### config.mk
export PLATFORM = sky130hd
export DESIGN_NAME = lru_page_replacement
export DESIGN_NICKNAME = d
export VERILOG_FILES = /design/src/rtl/lru_pkg.sv /design/src/rtl/lru_frame_mem.sv /design/src/rtl/lru_ctrl.sv /design/src/rtl/lru_page_replacement.sv
export VERILOG_INCLUDE_DIRS = /design/src /design/src/rtl
export SDC_FILE = /design/constraint.sdc
export NUM_CORES = 1
export LEC_CHECK = 0
export ABC_AREA = 1
export BUFFER_PORTS_ARGS = -buffer_cell sky130_fd_sc_hd__buf_2
export CAP_MARGIN = 10
export CORE_MARGIN = 5
export CORE_UTILIZATION = 60
export DETAILED_ROUTE_END_ITERATION = 12
export PLACE_DENSITY = 0.83
export SLEW_MARGIN = 40
export SYNTH_ARGS = -nofsm -noshare
export SYNTH_HDL_FRONTEND = slang
export SYNTH_HIERARCHICAL = 1
export SYNTH_SLANG_ARGS = --single-unit
export TNS_END_PERCENT = 1
### constraint.sdc
create_clock -name clk -period 2.9 [get_ports clk]
set_input_delay 0.29 -clock clk [delete_from_list [all_inputs] [get_ports clk]]
set_output_delay 0.29 -clock clk [all_outputs]
set_load 0.05 [all_outputs]
### src/rtl/lru_page_replacement_macros.svh
// assertion macros for the lru page replacement block
`ifndef LRU_PAGE_REPLACEMENT_MACROS_SVH
`define LRU_PAGE_REPLACEMENT_MACROS_SVH

`ifndef NO_ASSERTIONS
// same-cycle implication under reset
`define LRU_ASSERT_NOW(label, clk, rst_n, ante, cons, msg) \
    label: assert property (@(posedge clk) disable iff (!rst_n) (ante) |-> (cons)) \
        else $error(msg);
// next-cycle implication under reset
`define LRU_ASSERT_NEXT(label, clk, rst_n, ante, cons, msg) \
    label: assert property (@(posedge clk) disable iff (!rst_n) (ante) |=> (cons)) \
        else $error(msg);
`else
`define LRU_ASSERT_NOW(label, clk, rst_n, ante, cons, msg)
`define LRU_ASSERT_NEXT(label, clk, rst_n, ante, cons, msg)
`endif

`endif

### src/rtl/lru_pkg.sv
`timescale 1ns / 1ps

package lru_pkg;

    // fixed port widths
    localparam int PAGE_PORT_W  = 16;
    localparam int FAULT_W      = 16;
    localparam int RESIDENT_W   = 4;
    localparam int FRAME_CNT_W  = 4;

    localparam logic [FRAME_CNT_W-1:0] FRAME_COUNT_RESET = 4'd3;

    // sequencer states
    typedef enum logic [2:0] {
        S_IDLE,
        S_READ,
        S_CMP,
        S_MISS,
        S_VCAP,
        S_SHRD,
        S_SHWR,
        S_INS
    } state_t;

    // result flags from the sequencer
    typedef struct packed {
        logic done;
        logic hit;
        logic victim_valid;
    } result_flags_t;

endpackage

### src/rtl/lru_frame_mem.sv
`timescale 1ns / 1ps

module lru_frame_mem
    import lru_pkg::*;
#(
    parameter int  MAX_FRAMES = 8,
    parameter int  PAGE_BITS  = 16,
    localparam int IDX_W      = (MAX_FRAMES > 1) ? $clog2(MAX_FRAMES) : 1
)
(
    input  logic                 clk,
    input  logic                 we,
    input  logic [IDX_W-1:0]     waddr,
    input  logic [PAGE_BITS-1:0] wdata,
    input  logic [IDX_W-1:0]     raddr,
    output logic [PAGE_BITS-1:0] rdata
);

    logic [PAGE_BITS-1:0] mem [MAX_FRAMES];
    logic [PAGE_BITS-1:0] rdata_reg;

    // write port
    always_ff @(posedge clk)
    begin
        if (we)
        begin
            mem[waddr] <= wdata;
        end
    end

    // registered read port
    always_ff @(posedge clk)
    begin
        rdata_reg <= mem[raddr];
    end

    assign rdata = rdata_reg;

endmodule

### src/rtl/lru_ctrl.sv
`timescale 1ns / 1ps

module lru_ctrl
    import lru_pkg::*;
#(
    parameter int  MAX_FRAMES = 8,
    parameter int  PAGE_BITS  = 16,
    localparam int IDX_W      = (MAX_FRAMES > 1) ? $clog2(MAX_FRAMES) : 1,
    localparam int OCC_W      = $clog2(MAX_FRAMES + 1)
)
(
    input  logic                 clk,
    input  logic                 rst_n,
    input  logic                 start,
    input  logic [PAGE_BITS-1:0] page,
    input  logic [OCC_W-1:0]     capacity,
    output logic                 busy,
    output logic                 mem_we,
    output logic [IDX_W-1:0]     mem_waddr,
    output logic [PAGE_BITS-1:0] mem_wdata,
    output logic [IDX_W-1:0]     mem_raddr,
    input  logic [PAGE_BITS-1:0] mem_rdata,
    output result_flags_t        flags,
    output logic [PAGE_BITS-1:0] victim,
    output logic [FAULT_W-1:0]   faults,
    output logic [OCC_W-1:0]     occupancy
);

    state_t               state_reg, state_next;
    logic [OCC_W-1:0]     idx_reg, idx_next;
    logic [OCC_W-1:0]     occ_reg, occ_next;
    logic [PAGE_BITS-1:0] page_reg, page_next;
    logic [PAGE_BITS-1:0] victim_reg, victim_next;
    logic [FAULT_W-1:0]   fault_reg, fault_next;
    logic                 hit_reg, hit_next;
    logic                 vvalid_reg, vvalid_next;
    logic                 done_reg, done_next;
    logic [OCC_W-1:0]     idx_plus;

    assign idx_plus = OCC_W'(idx_reg + 1'b1);

    // control state
    always_ff @(posedge clk or negedge rst_n)
    begin
        if (!rst_n)
        begin
            state_reg  <= S_IDLE;
            idx_reg    <= '0;
            occ_reg    <= '0;
            fault_reg  <= '0;
            hit_reg    <= 1'b0;
            vvalid_reg <= 1'b0;
            done_reg   <= 1'b0;
        end
        else
        begin
            state_reg  <= state_next;
            idx_reg    <= idx_next;
            occ_reg    <= occ_next;
            fault_reg  <= fault_next;
            hit_reg    <= hit_next;
            vvalid_reg <= vvalid_next;
            done_reg   <= done_next;
        end
    end

    // payload
    always_ff @(posedge clk)
    begin
        page_reg   <= page_next;
        victim_reg <= victim_next;
    end

    // sequencer: scan, evict, close the gap, insert as most recent
    always_comb
    begin
        state_next  = state_reg;
        idx_next    = idx_reg;
        occ_next    = occ_reg;
        page_next   = page_reg;
        victim_next = victim_reg;
        fault_next  = fault_reg;
        hit_next    = hit_reg;
        vvalid_next = vvalid_reg;
        done_next   = 1'b0;
        mem_we      = 1'b0;
        mem_waddr   = idx_reg[IDX_W-1:0];
        mem_wdata   = mem_rdata;
        mem_raddr   = idx_reg[IDX_W-1:0];

        unique case (state_reg)
            S_IDLE:
            begin
                if (start)
                begin
                    page_next   = page;
                    idx_next    = '0;
                    hit_next    = 1'b0;
                    vvalid_next = 1'b0;
                    victim_next = '0;
                    state_next  = (occ_reg != '0) ? S_READ : S_MISS;
                end
            end
            S_READ:
            begin
                state_next = S_CMP;
            end
            S_CMP:
            begin
                if (mem_rdata == page_reg)
                begin
                    hit_next   = 1'b1;
                    state_next = S_SHRD;
                end
                else if (idx_plus < occ_reg)
                begin
                    idx_next   = idx_plus;
                    state_next = S_READ;
                end
                else
                begin
                    state_next = S_MISS;
                end
            end
            S_MISS:
            begin
                if (fault_reg != '1)
                begin
                    fault_next = fault_reg + 1'b1;
                end
                if (occ_reg >= capacity)
                begin
                    mem_raddr   = '0;
                    idx_next    = '0;
                    vvalid_next = 1'b1;
                    state_next  = S_VCAP;
                end
                else
                begin
                    state_next = S_INS;
                end
            end
            S_VCAP:
            begin
                victim_next = mem_rdata;
                state_next  = S_SHRD;
            end
            S_SHRD:
            begin
                if (idx_plus < occ_reg)
                begin
                    mem_raddr  = idx_plus[IDX_W-1:0];
                    state_next = S_SHWR;
                end
                else
                begin
                    occ_next   = occ_reg - 1'b1;
                    state_next = S_INS;
                end
            end
            S_SHWR:
            begin
                mem_we     = 1'b1;
                mem_waddr  = idx_reg[IDX_W-1:0];
                mem_wdata  = mem_rdata;
                idx_next   = idx_plus;
                state_next = S_SHRD;
            end
            S_INS:
            begin
                mem_we     = 1'b1;
                mem_waddr  = occ_reg[IDX_W-1:0];
                mem_wdata  = page_reg;
                occ_next   = occ_reg + 1'b1;
                done_next  = 1'b1;
                state_next = S_IDLE;
            end
            default:
            begin
                state_next = S_IDLE;
            end
        endcase
    end

    assign busy               = (state_reg != S_IDLE);
    assign flags.done         = done_reg;
    assign flags.hit          = hit_reg;
    assign flags.victim_valid = vvalid_reg;
    assign victim             = victim_reg;
    assign faults             = fault_reg;
    assign occupancy          = occ_reg;

endmodule

### src/rtl/lru_page_replacement.sv
`timescale 1ns / 1ps

// LRU page replacement unit. Hold start with page_id until busy is low; the
// block then searches its resident pages one slot at a time with a single
// comparator, closes the gap left by the hit or evicted page one slot at a
// time, and writes the page as most recent. It takes no new page while busy
// is high; the frame memory has one registered read port. The result is
// shown for exactly one cycle with done high and cannot be stalled, so the
// receiver must take it in that cycle. frame_count may only be written while
// busy is low and no result is pending.
module lru_page_replacement
    import lru_pkg::*;
#(
    parameter int MAX_FRAMES = 8,
    parameter int PAGE_BITS  = 16
)
(
    input  logic                   clk,
    input  logic                   rst_n,
    input  logic                   start,
    output logic                   busy,
    input  logic [PAGE_PORT_W-1:0] page_id,
    input  logic                   frame_count_we,
    input  logic [FRAME_CNT_W-1:0] frame_count_wdata,
    output logic                   done,
    output logic                   hit,
    output logic                   victim_valid,
    output logic [PAGE_PORT_W-1:0] victim_page,
    output logic [FAULT_W-1:0]     fault_count,
    output logic [RESIDENT_W-1:0]  resident_count
);

    `include "lru_page_replacement_macros.svh"

    localparam int IDX_W  = (MAX_FRAMES > 1) ? $clog2(MAX_FRAMES) : 1;
    localparam int OCC_W  = $clog2(MAX_FRAMES + 1);
    localparam int PW_W   = (PAGE_BITS > PAGE_PORT_W) ? PAGE_BITS : PAGE_PORT_W;
    localparam int CAP_W  = (OCC_W > FRAME_CNT_W) ? OCC_W : FRAME_CNT_W;
    localparam int RES_XW = (OCC_W > RESIDENT_W) ? OCC_W : RESIDENT_W;

    logic [FRAME_CNT_W-1:0] frame_count_reg;
    logic [CAP_W-1:0]       fc_wide;
    logic [OCC_W-1:0]       capacity;
    logic [PW_W-1:0]        page_wide;
    logic [PAGE_BITS-1:0]   page_int;
    logic [PW_W-1:0]        victim_wide;
    logic [RES_XW-1:0]      occ_wide;

    logic                   mem_we;
    logic [IDX_W-1:0]       mem_waddr;
    logic [PAGE_BITS-1:0]   mem_wdata;
    logic [IDX_W-1:0]       mem_raddr;
    logic [PAGE_BITS-1:0]   mem_rdata;
    result_flags_t          flags;
    logic [PAGE_BITS-1:0]   victim_int;
    logic [OCC_W-1:0]       occupancy;

    // frame count register
    always_ff @(posedge clk or negedge rst_n)
    begin
        if (!rst_n)
        begin
            frame_count_reg <= FRAME_COUNT_RESET;
        end
        else if (frame_count_we)
        begin
            frame_count_reg <= frame_count_wdata;
        end
    end

    // clamp the frame count to 1..MAX_FRAMES
    always_comb
    begin
        fc_wide = CAP_W'(frame_count_reg);
        if (fc_wide == '0)
        begin
            capacity = OCC_W'(1);
        end
        else if (fc_wide > CAP_W'(MAX_FRAMES))
        begin
            capacity = OCC_W'(MAX_FRAMES);
        end
        else
        begin
            capacity = fc_wide[OCC_W-1:0];
        end
    end

    // page width conversion
    assign page_wide = PW_W'(page_id);
    assign page_int  = page_wide[PAGE_BITS-1:0];

    lru_ctrl #(
        .MAX_FRAMES (MAX_FRAMES),
        .PAGE_BITS  (PAGE_BITS)
    ) u_ctrl (
        .clk       (clk),
        .rst_n     (rst_n),
        .start     (start),
        .page      (page_int),
        .capacity  (capacity),
        .busy      (busy),
        .mem_we    (mem_we),
        .mem_waddr (mem_waddr),
        .mem_wdata (mem_wdata),
        .mem_raddr (mem_raddr),
        .mem_rdata (mem_rdata),
        .flags     (flags),
        .victim    (victim_int),
        .faults    (fault_count),
        .occupancy (occupancy)
    );

    lru_frame_mem #(
        .MAX_FRAMES (MAX_FRAMES),
        .PAGE_BITS  (PAGE_BITS)
    ) u_mem (
        .clk   (clk),
        .we    (mem_we),
        .waddr (mem_waddr),
        .wdata (mem_wdata),
        .raddr (mem_raddr),
        .rdata (mem_rdata)
    );

    // result ports
    assign victim_wide    = PW_W'(victim_int);
    assign occ_wide       = RES_XW'(occupancy);
    assign done           = flags.done;
    assign hit            = flags.hit;
    assign victim_valid   = flags.victim_valid;
    assign victim_page    = victim_wide[PAGE_PORT_W-1:0];
    assign resident_count = occ_wide[RESIDENT_W-1:0];

    // checks
    `LRU_ASSERT_NEXT(a_start_busy, clk, rst_n, start && !busy, busy, "item did not raise busy")
    `LRU_ASSERT_NOW(a_done_idle, clk, rst_n, done, !busy, "result shown while still busy")
    `LRU_ASSERT_NOW(a_hit_no_victim, clk, rst_n, done && hit, !victim_valid, "hit with eviction")
    `LRU_ASSERT_NOW(a_vzero, clk, rst_n, done && !victim_valid, victim_page == '0, "stray victim")
    `LRU_ASSERT_NOW(a_occ_bound, clk, rst_n, 1'b1, occupancy <= OCC_W'(MAX_FRAMES), "too many pages")

endmodule
==> out/metrics.cfg, run 1 <==
[setup_path]
cpMostUsedCell = nand2_1
r2r_cells = 16
crit_chain = ha_1, xnor2_2, inv_1, ha_1, nand2_1, inv_1, nand2_1, nand3_1, o21ai_4, clkinv_4, buf_12, nand2_1, nand3_1, nand2_1, nand2_1, nand2_1
critPathArrivalTime_ps = 3280
crit_required_ps = 3330
cpPeakStageDelay_ps = 430
worst-path-max-fanout = 15
crit_slowest_cell = dfrtp_1
cp_top_family = simple AND/OR/NAND/NOR gates
endpoint_kind = register
rr_endpoint = u_mem/rdata[11]$_DFF_P_
r2r_setup_slack_ps = 60
endpoint = u_mem/rdata[11]$_DFF_P_
worstReg2RegStart = u_ctrl/idx_reg[1]$_DFFE_PN0P_
startpoint_type = register
timing.critical_path.buf_inv = 4
crit_cells = 16
startpoint = u_ctrl/idx_reg[1]$_DFFE_PN0P_
critical_path_class = register to register

[sta]
slew_headroom_pct = 46.0
setup_violations = 0
finalHoldViolCount = 0
min_period_ps = 2840
fin_crit_sh_pct = 98.0
timing.fmax_ghz = 0.352
skew_ps = 13.1
tightest_slew_ps = 802
slew_violations = 0
finalWorstSetupSlack_ps = 59.0

[clock_network]
cts_tree = done
cts_sinks = 210
clk_pin_slew_worst_paths_ps = 60
h-tree-depth = 1
cts_buffers = 22
ctsRootBufferMaster = clkbuf_16
clock_latency_ps = 500
clk_path_buf_depth = 3

[layout]
antennaDiodeCount = 0
areaGrowthSynthToFinish_pct = 17.1
stdcell_count = 1378
fin_nets = 1182
drive_gt1_share_pct = 14.0
largest_register_ffs = 128
regMostFlops = u_mem/mem

[flow_run]
drv_cap = 0

[placement]
dp_cells = 1315
portBuffers = 63
place_congestion = 0.873
post-dp-hpwl_mm = 13.8
place_ws_ps = 55.1

[global_route]
grt_usage_pct = 24.7
gr-total-overflow = 0
grt_pass1_wl_mm = 36.0
antenna_found_initial = 0
grt_pass1_vias = 7392
grt_max_degree = 65

[synthesis]
synth_xor_area_share_pct = 1.44
syn_avg_cell_area_sq_um = 9.28
synthAdderAreaFrac_pct = 1.62
synthSimpleGateAreaFrac_pct = 22.1
yosysWarnings = 6
muxShareOfSynthArea_pct = 0
async_reset_ff_share_pct = 16.2
synthFlopType = edfxtp_1
syn_nets = 1082
synth_edf_count = 160
synth.distinct_cells = 36
synth_compound_area_share_pct = 2.79
ys_seq_area_share_pct = 61.6
synth_top_family_by_area = simple AND/OR/NAND/NOR gates
ys_ff_latch = 210
netlist_area_sq_um = 9700
syn_inst = 1046

[routing]
drc = 0
drt_iter0_drc = 667
via_per_inst = 5.36
wirelength_mm = 23.5
ant_nets = 0
first_pass_iters = 7
vias = 7391
post_drt_wl_per_cell_microns = 17.1

[pwr]
p_total_mw = 12.5
ir_drop_v = 0.000763
p_leak_nw = 5.41
power.density_nw_per_um2 = 1100

[floorplanning]
io_pins = 64
start_util_pct = 61.1
dieArea_sq_um = 18800
core_sq_um = 15900
rows = 46
die_height_microns = 137
dieWidth_microns = 137

[status]
status = finished clean

[hold_path]
hold_class = input port to register

==> where the power goes <==
group          internal, mW  switching, mW
Sequential             4.28          0.366
Combinational          1.44           3.51
Clock                  1.74           1.13
Total                  7.46           5.01
==> worst min-delay path: stages <==
cell and delay [ps]:
buf_2 90, nand2_1 50, o21ai_0 60
==> per-stage QoR <==
stage | TNS (ps) | hold slack [ps] | utilization [%] | instance area [sq um]
final | 0 | 25.0 | 71.5 | 11400
after global routing | -544 | 24.1 | 71.5 | 11400
after CTS | 0 | 5.50 | 70.6 | 11200
after detailed placement | 0 | 409 | 64.8 | 10300
after global placement | 0 | 406 | 64.8 | 10300
after floorplan | 0 | -5.59 | - | 9700
==> cell type report <==
| type | count | area [sq um] |
|---|---|---|
| well taps | 216 | 270 |
| repair buffers | 109 | 815 |
| inverters | 208 | 788 |
| fillers | 1070 | 4520 |
| flip-flops and latches | 210 | 5980 |
| clock buffers | 28 | 604 |
| multi-input cells | 595 | 2770 |
| clock inverters | 12 | 139 |
==> cell usage after synthesis (4+ instances only) <==
cell type	instances	share of area (%)
dfxtp_1	16	3.3
edfxtp_1	160	50
buf_4	7	0.54
o21ai_2	5	0.45
dfrtp_1	32	8.3
o21ai_1	14	0.72
nand3_1	82	4.2
nor2_1	62	2.4
ha_1	11	1.4
inv_2	8	0.31
o21ai_0	22	1.1
inv_1	199	7.7
buf_2	16	0.83
xnor2_1	4	0.36
xor2_1	12	1.1
nand2_1	355	14
buf_6	8	0.93
==> kinds of logic after synthesis <==
family / Yosys count
AOI/OAI and AO/OA: 48
xor gates and xnor gates: 16
adders and majority gates: 12
buffers and inverters: 241
DFF: 210
and+or+nand+nor: 519
==> layer usage <==
layer / GRT usage (%) / wire length (microns) / share of wire, %
met1: 31.5 / 8860 / 38
met4: 9.26 / 788 / 3.4
met5: 0 / 0 / 0
met3: 4.52 / 1980 / 8.4
met2: 42.2 / 11900 / 51
==> worst min path at each step <==
| stage | from | slack (ps) | depth (start not counted) | endpoint |
|---|---|---|---|---|
| 5_1_grt | frame_count_wdata[2] | 20 | 3 | fc_wide[2]$_DFFE_PN0P_ |
| 3_5_place_dp | rst_n | 410 | 1 | u_ctrl/hit_reg$_DFFE_PN0P_ |
| 4_1_cts | frame_count_wdata[0] | 5 | 3 | fc_wide[0]$_DFFE_PN1P_ |
| 2_1_floorplan | rst_n | -6 | 0 | fc_wide[2]$_DFFE_PN0P_ |
| 6_report | frame_count_wdata[1] | 30 | 3 | fc_wide[1]$_DFFE_PN1P_ |
| 3_3_place_gp | rst_n | 410 | 1 | u_ctrl/done_reg$_DFF_PN0_ |
==> repair_timing <==
action / CTS / global route
buffers inserted: 0 / 2
resized for setup: 0 / 11
hold buffers: 18 / 0
endpoints found under the setup margin: 0 / 16
endpoints found under the hold margin: 49 / 0
==> layout by cell type (no fill, tap or decap), drive strengths merged, types with 2 or more instances in the layout <==
| cell | count |
|---|---|
| a21oi | 3 |
| buf | 88 |
| bufinv | 3 |
| clkbuf | 31 |
| clkinv | 9 |
| dfrtp | 32 |
| dfstp | 2 |
| dfxtp | 16 |
| dlygate4sd3 | 18 |
| edfxtp | 160 |
| ha | 11 |
| inv | 207 |
| nand2 | 359 |
| nand3 | 84 |
| nand3b | 3 |
| nand4 | 4 |
| nor2 | 65 |
| nor3 | 4 |
| o21ai | 41 |
| xnor2 | 4 |
| xor2 | 12 |
Power figures use the tool's default switching activity.
==> inputs of run 2 (changes only) <==
- ABC_AREA: 1 -> 0
==> out/metrics.cfg, run 2 <==
[status]
status = finished, violations left
violations = setup timing

[synthesis]
synthFlopType = edfxtp_1
synth.most_common_cell = edfxtp_1
netlist_area_sq_um = 8810
synth_common_cells = edfxtp_1 (160), mux2_2 (38), dfrtp_1 (32)
ys_ff_latch = 210
ys_seq_area_share_pct = 67.9
syn_inst = 505
syn_nets = 541
synth_edf_count = 160
yosysWarnings = 6
synth_top_area_cell = edfxtp_1
async_reset_ff_share_pct = 16.2
syn_avg_cell_area_sq_um = 17.4
synth.distinct_cells = 59
synthTopCellsByArea = edfxtp_1 (55%), dfrtp_1 (9.1%), mux4_1 (8.4%)
synth_top_area_share_pct = 54.6

[routing]
drt_iter0_drc = 500
drc = 0
post_drt_wl_per_cell_microns = 23.6
vias = 5044
ant_nets = 0
via_per_inst = 6.03
wirelength_mm = 19.7
first_pass_iters = 5

[layout]
fin_nets = 673
areaGrowthSynthToFinish_pct = 21.8
largest_register_ffs = 128
nFillCells = 791
drive_gt1_share_pct = 39.1
antennaDiodeCount = 0
fin_area_sq_um = 10700
final_cell_mix = edfxtp_1 (160), buf_2 (62), buf_4 (39)
regMostFlops = u_mem/mem
mostFrequentLayoutCell = edfxtp_1

[clock_network]
cts_sinks = 210
cts_buffers = 21
h-tree-depth = 1
clk_path_buf_depth = 3
cts_tree = done
ctsRootBufferMaster = clkbuf_16
clock_latency_ps = 500
clk_pin_slew_worst_paths_ps = 60

[setup_path]
critical_path_class = register to register
startpoint_type = register
crit_required_ps = 3290
r2r_setup_slack_ps = -350
worst-path-max-fanout = 7
endpoint_kind = register
critPathArrivalTime_ps = 3640

[global_route]
antenna_found_initial = 0
gr-total-overflow = 0
grt_pass1_vias = 5342
grt_pass1_wl_mm = 30.8
grt_usage_pct = 22.8
grt_max_degree = 35

[floorplanning]
rows = 44
io_pins = 64
die_height_microns = 131
dieArea_sq_um = 17200
start_util_pct = 60.8
core_sq_um = 14500
dieWidth_microns = 131

[sta]
fin_crit_sh_pct = 112
skew_ps = 18.0
slew_violations = 0
setup_tns_ps = -5000
finalWorstSetupSlack_ps = -350
slew_headroom_pct = 55.8
setup_violations = 16
tightest_slew_ps = 660
rsz0062_at_grt = yes
timing.fmax_ghz = 0.308
timing.hold.ws_ps = 34.8
min_period_ps = 3250
finalHoldViolCount = 0

[placement]
portBuffers = 63
place_congestion = 0.875
place_area_sq_um = 9600
place_ws_ps = -443
post-dp-hpwl_mm = 10.7

[hold_path]
hold_class = input port to register

[flow_run]
drv_cap = 0

[pwr]
ir_drop_v = 0.000600
p_leak_nw = 3.96
power.density_nw_per_um2 = 1150

run 2: final cells by class:
type / instances / area, sq um / area share, %
timing repair buffer: 130 / 1010 / 9.42
tap: 184 / 230 / 2.15
sequential: 210 / 5980 / 55.7
clock inverter: 11 / 163 / 1.52
multi-input combinational: 259 / 2720 / 25.4
inverter: 15 / 56.3 / 0.525
clock buffer: 27 / 568 / 5.29
run 2: per-layer routing:
metal / track usage, % / part of all wire [%] / wire length [microns]
met1: 29.1 / 37 / 7380
met2: 39.7 / 53 / 10400
met3: 3.98 / 7.2 / 1410
met4: 7.68 / 2.5 / 496
met5: 0 / 0 / 0
run 2: cells by family after synthesis:
family	after synthesis	synth area share, %
flip-flops	210	67.9
adder cells (fa/ha/maj)	12	1.79
AND/OR/NAND/NOR	102	6.32
AO/OA/AOI/OAI	37	3.52
XOR/XNOR	35	3.48
multiplexers	73	14.6
buffers and inverters	36	2.37
run 2: critical path: stages (launching register included):
cell,delay (ps)
dfrtp_2,440
ha_4,170
nor2b_1,130
nand2b_1,170
ha_4,230
nor3_4,220
a211o_2,160
a31oi_1,130
a221oi_4,340
buf_12,210
buf_12,140
mux4_2,520
mux2_4,280
run 2: final timing paths:
kind | startpoint | endpoint | cells after the start
worst max-delay path | u_ctrl/idx_reg[1]$_DFFE_PN0P_ | u_mem/rdata[6]$_DFF_P_ | 12
worst min-delay path | frame_count_wdata[3] | fc_wide[3]$_DFFE_PN0P_ | 2
worst max register to register | u_ctrl/idx_reg[1]$_DFFE_PN0P_ | u_mem/rdata[6]$_DFF_P_ | 12
worst min register to register | u_ctrl/vvalid_reg$_DFFE_PN0P_ | u_ctrl/vvalid_reg$_DFFE_PN0P_ | 1
max in group asynchronous | rst_n | u_ctrl/idx_reg[1]$_DFFE_PN0P_ | 2
min in group asynchronous | rst_n | u_ctrl/faults[7]$_DFFE_PN0P_ | 2
run 2: power breakdown:
part	leakage, nW	total (mW)	switching, mW	internal [mW]
Combinational	1.60	5.03	2.74	2.29
Clock	0.344	2.85	1.11	1.74
Sequential	2.02	4.45	0.333	4.12
run 2: through the flow:
| step | power, mW | cells | util, % |
|---|---|---|---|
| after floorplan | 7.56 | 505 | - |
| after global placement | 8.64 | 773 | 66.2 |
| after detailed placement | 8.87 | 773 | 66.3 |
| after CTS | 12.2 | 835 | 73.6 |
| after global routing | 12.9 | 836 | 74.1 |
| final | 12.3 | 836 | 74.1 |
run 2: repair_timing:
item | in CTS | in global routing
hold buffers | 17 | 0
buffers inserted | 5 | 1
hold endpoints to repair | 48 | 0
resized for setup | 17 | 15
setup endpoints to repair | 16 | 21
cloned | 2 | 0
pin swaps | 7 | 5
==> inputs of run 3 (changes only) <==
- CORE_ASPECT_RATIO: default -> 0.6
==> out/metrics.cfg, run 3 (synthesis results as in run 2) <==
[floorplanning]
rows = 34
die_height_microns = 104
dieArea_sq_um = 17300
start_util_pct = 61.1
core_sq_um = 14400
dieWidth_microns = 166
io_pins = 64

[routing]
wirelength_mm = 20.4
ant_nets = 0
vias = 5107
via_per_inst = 6.02
drt_iter0_drc = 463
post_drt_wl_per_cell_microns = 24.0
drc = 0
first_pass_iters = 5

[placement]
place_ws_ps = -383
portBuffers = 63
post-dp-hpwl_mm = 12.1
place_congestion = 0.920

[layout]
areaGrowthSynthToFinish_pct = 22.0
largest_register_ffs = 128
mostFrequentLayoutCell = edfxtp_1
regMostFlops = u_mem/mem
antennaDiodeCount = 0
nFillCells = 785
fin_nets = 675
final_cell_mix = edfxtp_1 (160), buf_2 (62), buf_4 (38)
register_area_sq_um = 5980
drive_gt1_share_pct = 39.8
multi_input_area_sq_um = 2720

[pwr]
p_total_mw = 12.3
clkPwrFrac_pct = 20.9
p_leak_nw = 3.96
pwr-share-comb_pct = 43.2
power.density_nw_per_um2 = 1140
swShare_pct = 34.5
ir_drop_v = 0.000514
pwr-share-seq_pct = 35.9
p_switching_mw = 4.24
p_int_mw = 8.04

[sta]
timing.fmax_ghz = 0.310
slew_violations = 0
finalWorstSetupSlack_ps = -325
skew_ps = 17.7
min_period_ps = 3220
finalHoldViolCount = 0
rsz0062_at_grt = yes
fin_crit_sh_pct = 111
slew_headroom_pct = 59.1
setup_tns_ps = -4320
tightest_slew_ps = 607
setup_violations = 16

[setup_path]
crit_required_ps = 3270
crit_chain = nand3_1, xnor2_2, ha_2, nor3_4, a211oi_4, nor3_4, a221oi_4, buf_12, buf_12, mux4_2, mux2_2
critical_path_class = register to register
endpoint_kind = register
startpoint_type = register
critPathArrivalTime_ps = 3590
cp_top_family = multiplexers
cpPeakStageDelay_ps = 530
timing.critical_path.buf_inv = 2
crit_slowest_cell = mux4_2
worst-path-max-fanout = 8

[global_route]
grt_pass1_wl_mm = 31.2
grt_usage_pct = 23.5
antenna_found_initial = 0
gr-total-overflow = 0
grt_max_degree = 35
grt_pass1_vias = 5396

[status]
violations = setup timing
status = finished, violations left

[clock_network]
clock_latency_ps = 480
clk_pin_slew_worst_paths_ps = 70
cts_sinks = 210
cts_tree = done
h-tree-depth = 1
clk_path_buf_depth = 3
ctsRootBufferMaster = clkbuf_16
cts_buffers = 19

[hold_path]
hold_class = input port to register

[flow_run]
drv_cap = 0

## run 3: cell types whose count changed in the layout (fill, tap and decap cells not counted), sizes merged
cell and change:
clkinv +1, clkinvlp -3, inv -1, buf +4, bufinv -1, clkbuf -1
## run 3: power by group through the flow
stage | sequential (mW) | combinational [mW] | clock (mW)
after floorplan | 4.78 | 2.78 | 0
after global placement | 4.43 | 4.40 | 0
after detailed placement | 4.46 | 4.62 | 0
after CTS | 4.40 | 5.09 | 2.59
after global routing | 4.45 | 5.58 | 2.73
final | 4.40 | 5.30 | 2.57
## run 3: path summary, 6_finish.rpt
kind	startpoint	to	slack [ps]	depth (start not counted)
setup / recovery	u_ctrl/idx_reg[0]$_DFFE_PN0P_	u_mem/rdata[14]$_DFF_P_	-320	11
hold / removal	frame_count_wdata[0]	fc_wide[0]$_DFFE_PN1P_	60	2
setup reg to reg	u_ctrl/idx_reg[0]$_DFFE_PN0P_	u_mem/rdata[14]$_DFF_P_	-320	11
hold reg to reg	u_ctrl/faults[15]$_DFFE_PN0P_	u_ctrl/faults[15]$_DFFE_PN0P_	500	1
max in group asynchronous	rst_n	u_ctrl/idx_reg[1]$_DFFE_PN0P_	2240	2
min in group asynchronous	rst_n	u_ctrl/faults[0]$_DFFE_PN0P_	310	2
## run 3: area by class of cell
cell class                 instances  share of cell area [%]
clock buffer                      26                    4.85
clock inverter                     7                    1.01
inverter                          15                   0.524
multi-input combinational        259                    25.3
sequential                       210                    55.7
tap                              198                    2.31
timing repair buffer             134                    10.3
## run 3: repair_timing
item                                    4_1_cts  5_1_grt
endpoints found under the setup margin       16       16
pin swaps                                    11        3
resized for setup                            25        3
endpoints found under the hold margin        48        0
cloned                                        2        0
buffers inserted                              7        2
hold buffers                                 17        0
## run 3: stage by stage
stage / hold slack, ps / utilization [%] / cells / area [sq um]
after global routing: 55.1 / 74.5 / 849 / 10700
after global placement: 393 / 67.1 / 789 / 9680
after CTS: 43.4 / 74.2 / 847 / 10700
after floorplan: -5.59 / - / 505 / 8780
after detailed placement: 408 / 67.1 / 789 / 9680
final: 58.1 / 74.5 / 849 / 10700
## run 3: routing by layer
layer	GRT usage, %	routed length [microns]	part of all wire, %	vias up
met3	6.13	1810	8.9	44
met1	32.3	8220	40	2618
met2	38.0	9880	48	253
met4	5.90	497	2.4	0
li1	-	-	-	2192
met5	0	0	0	-
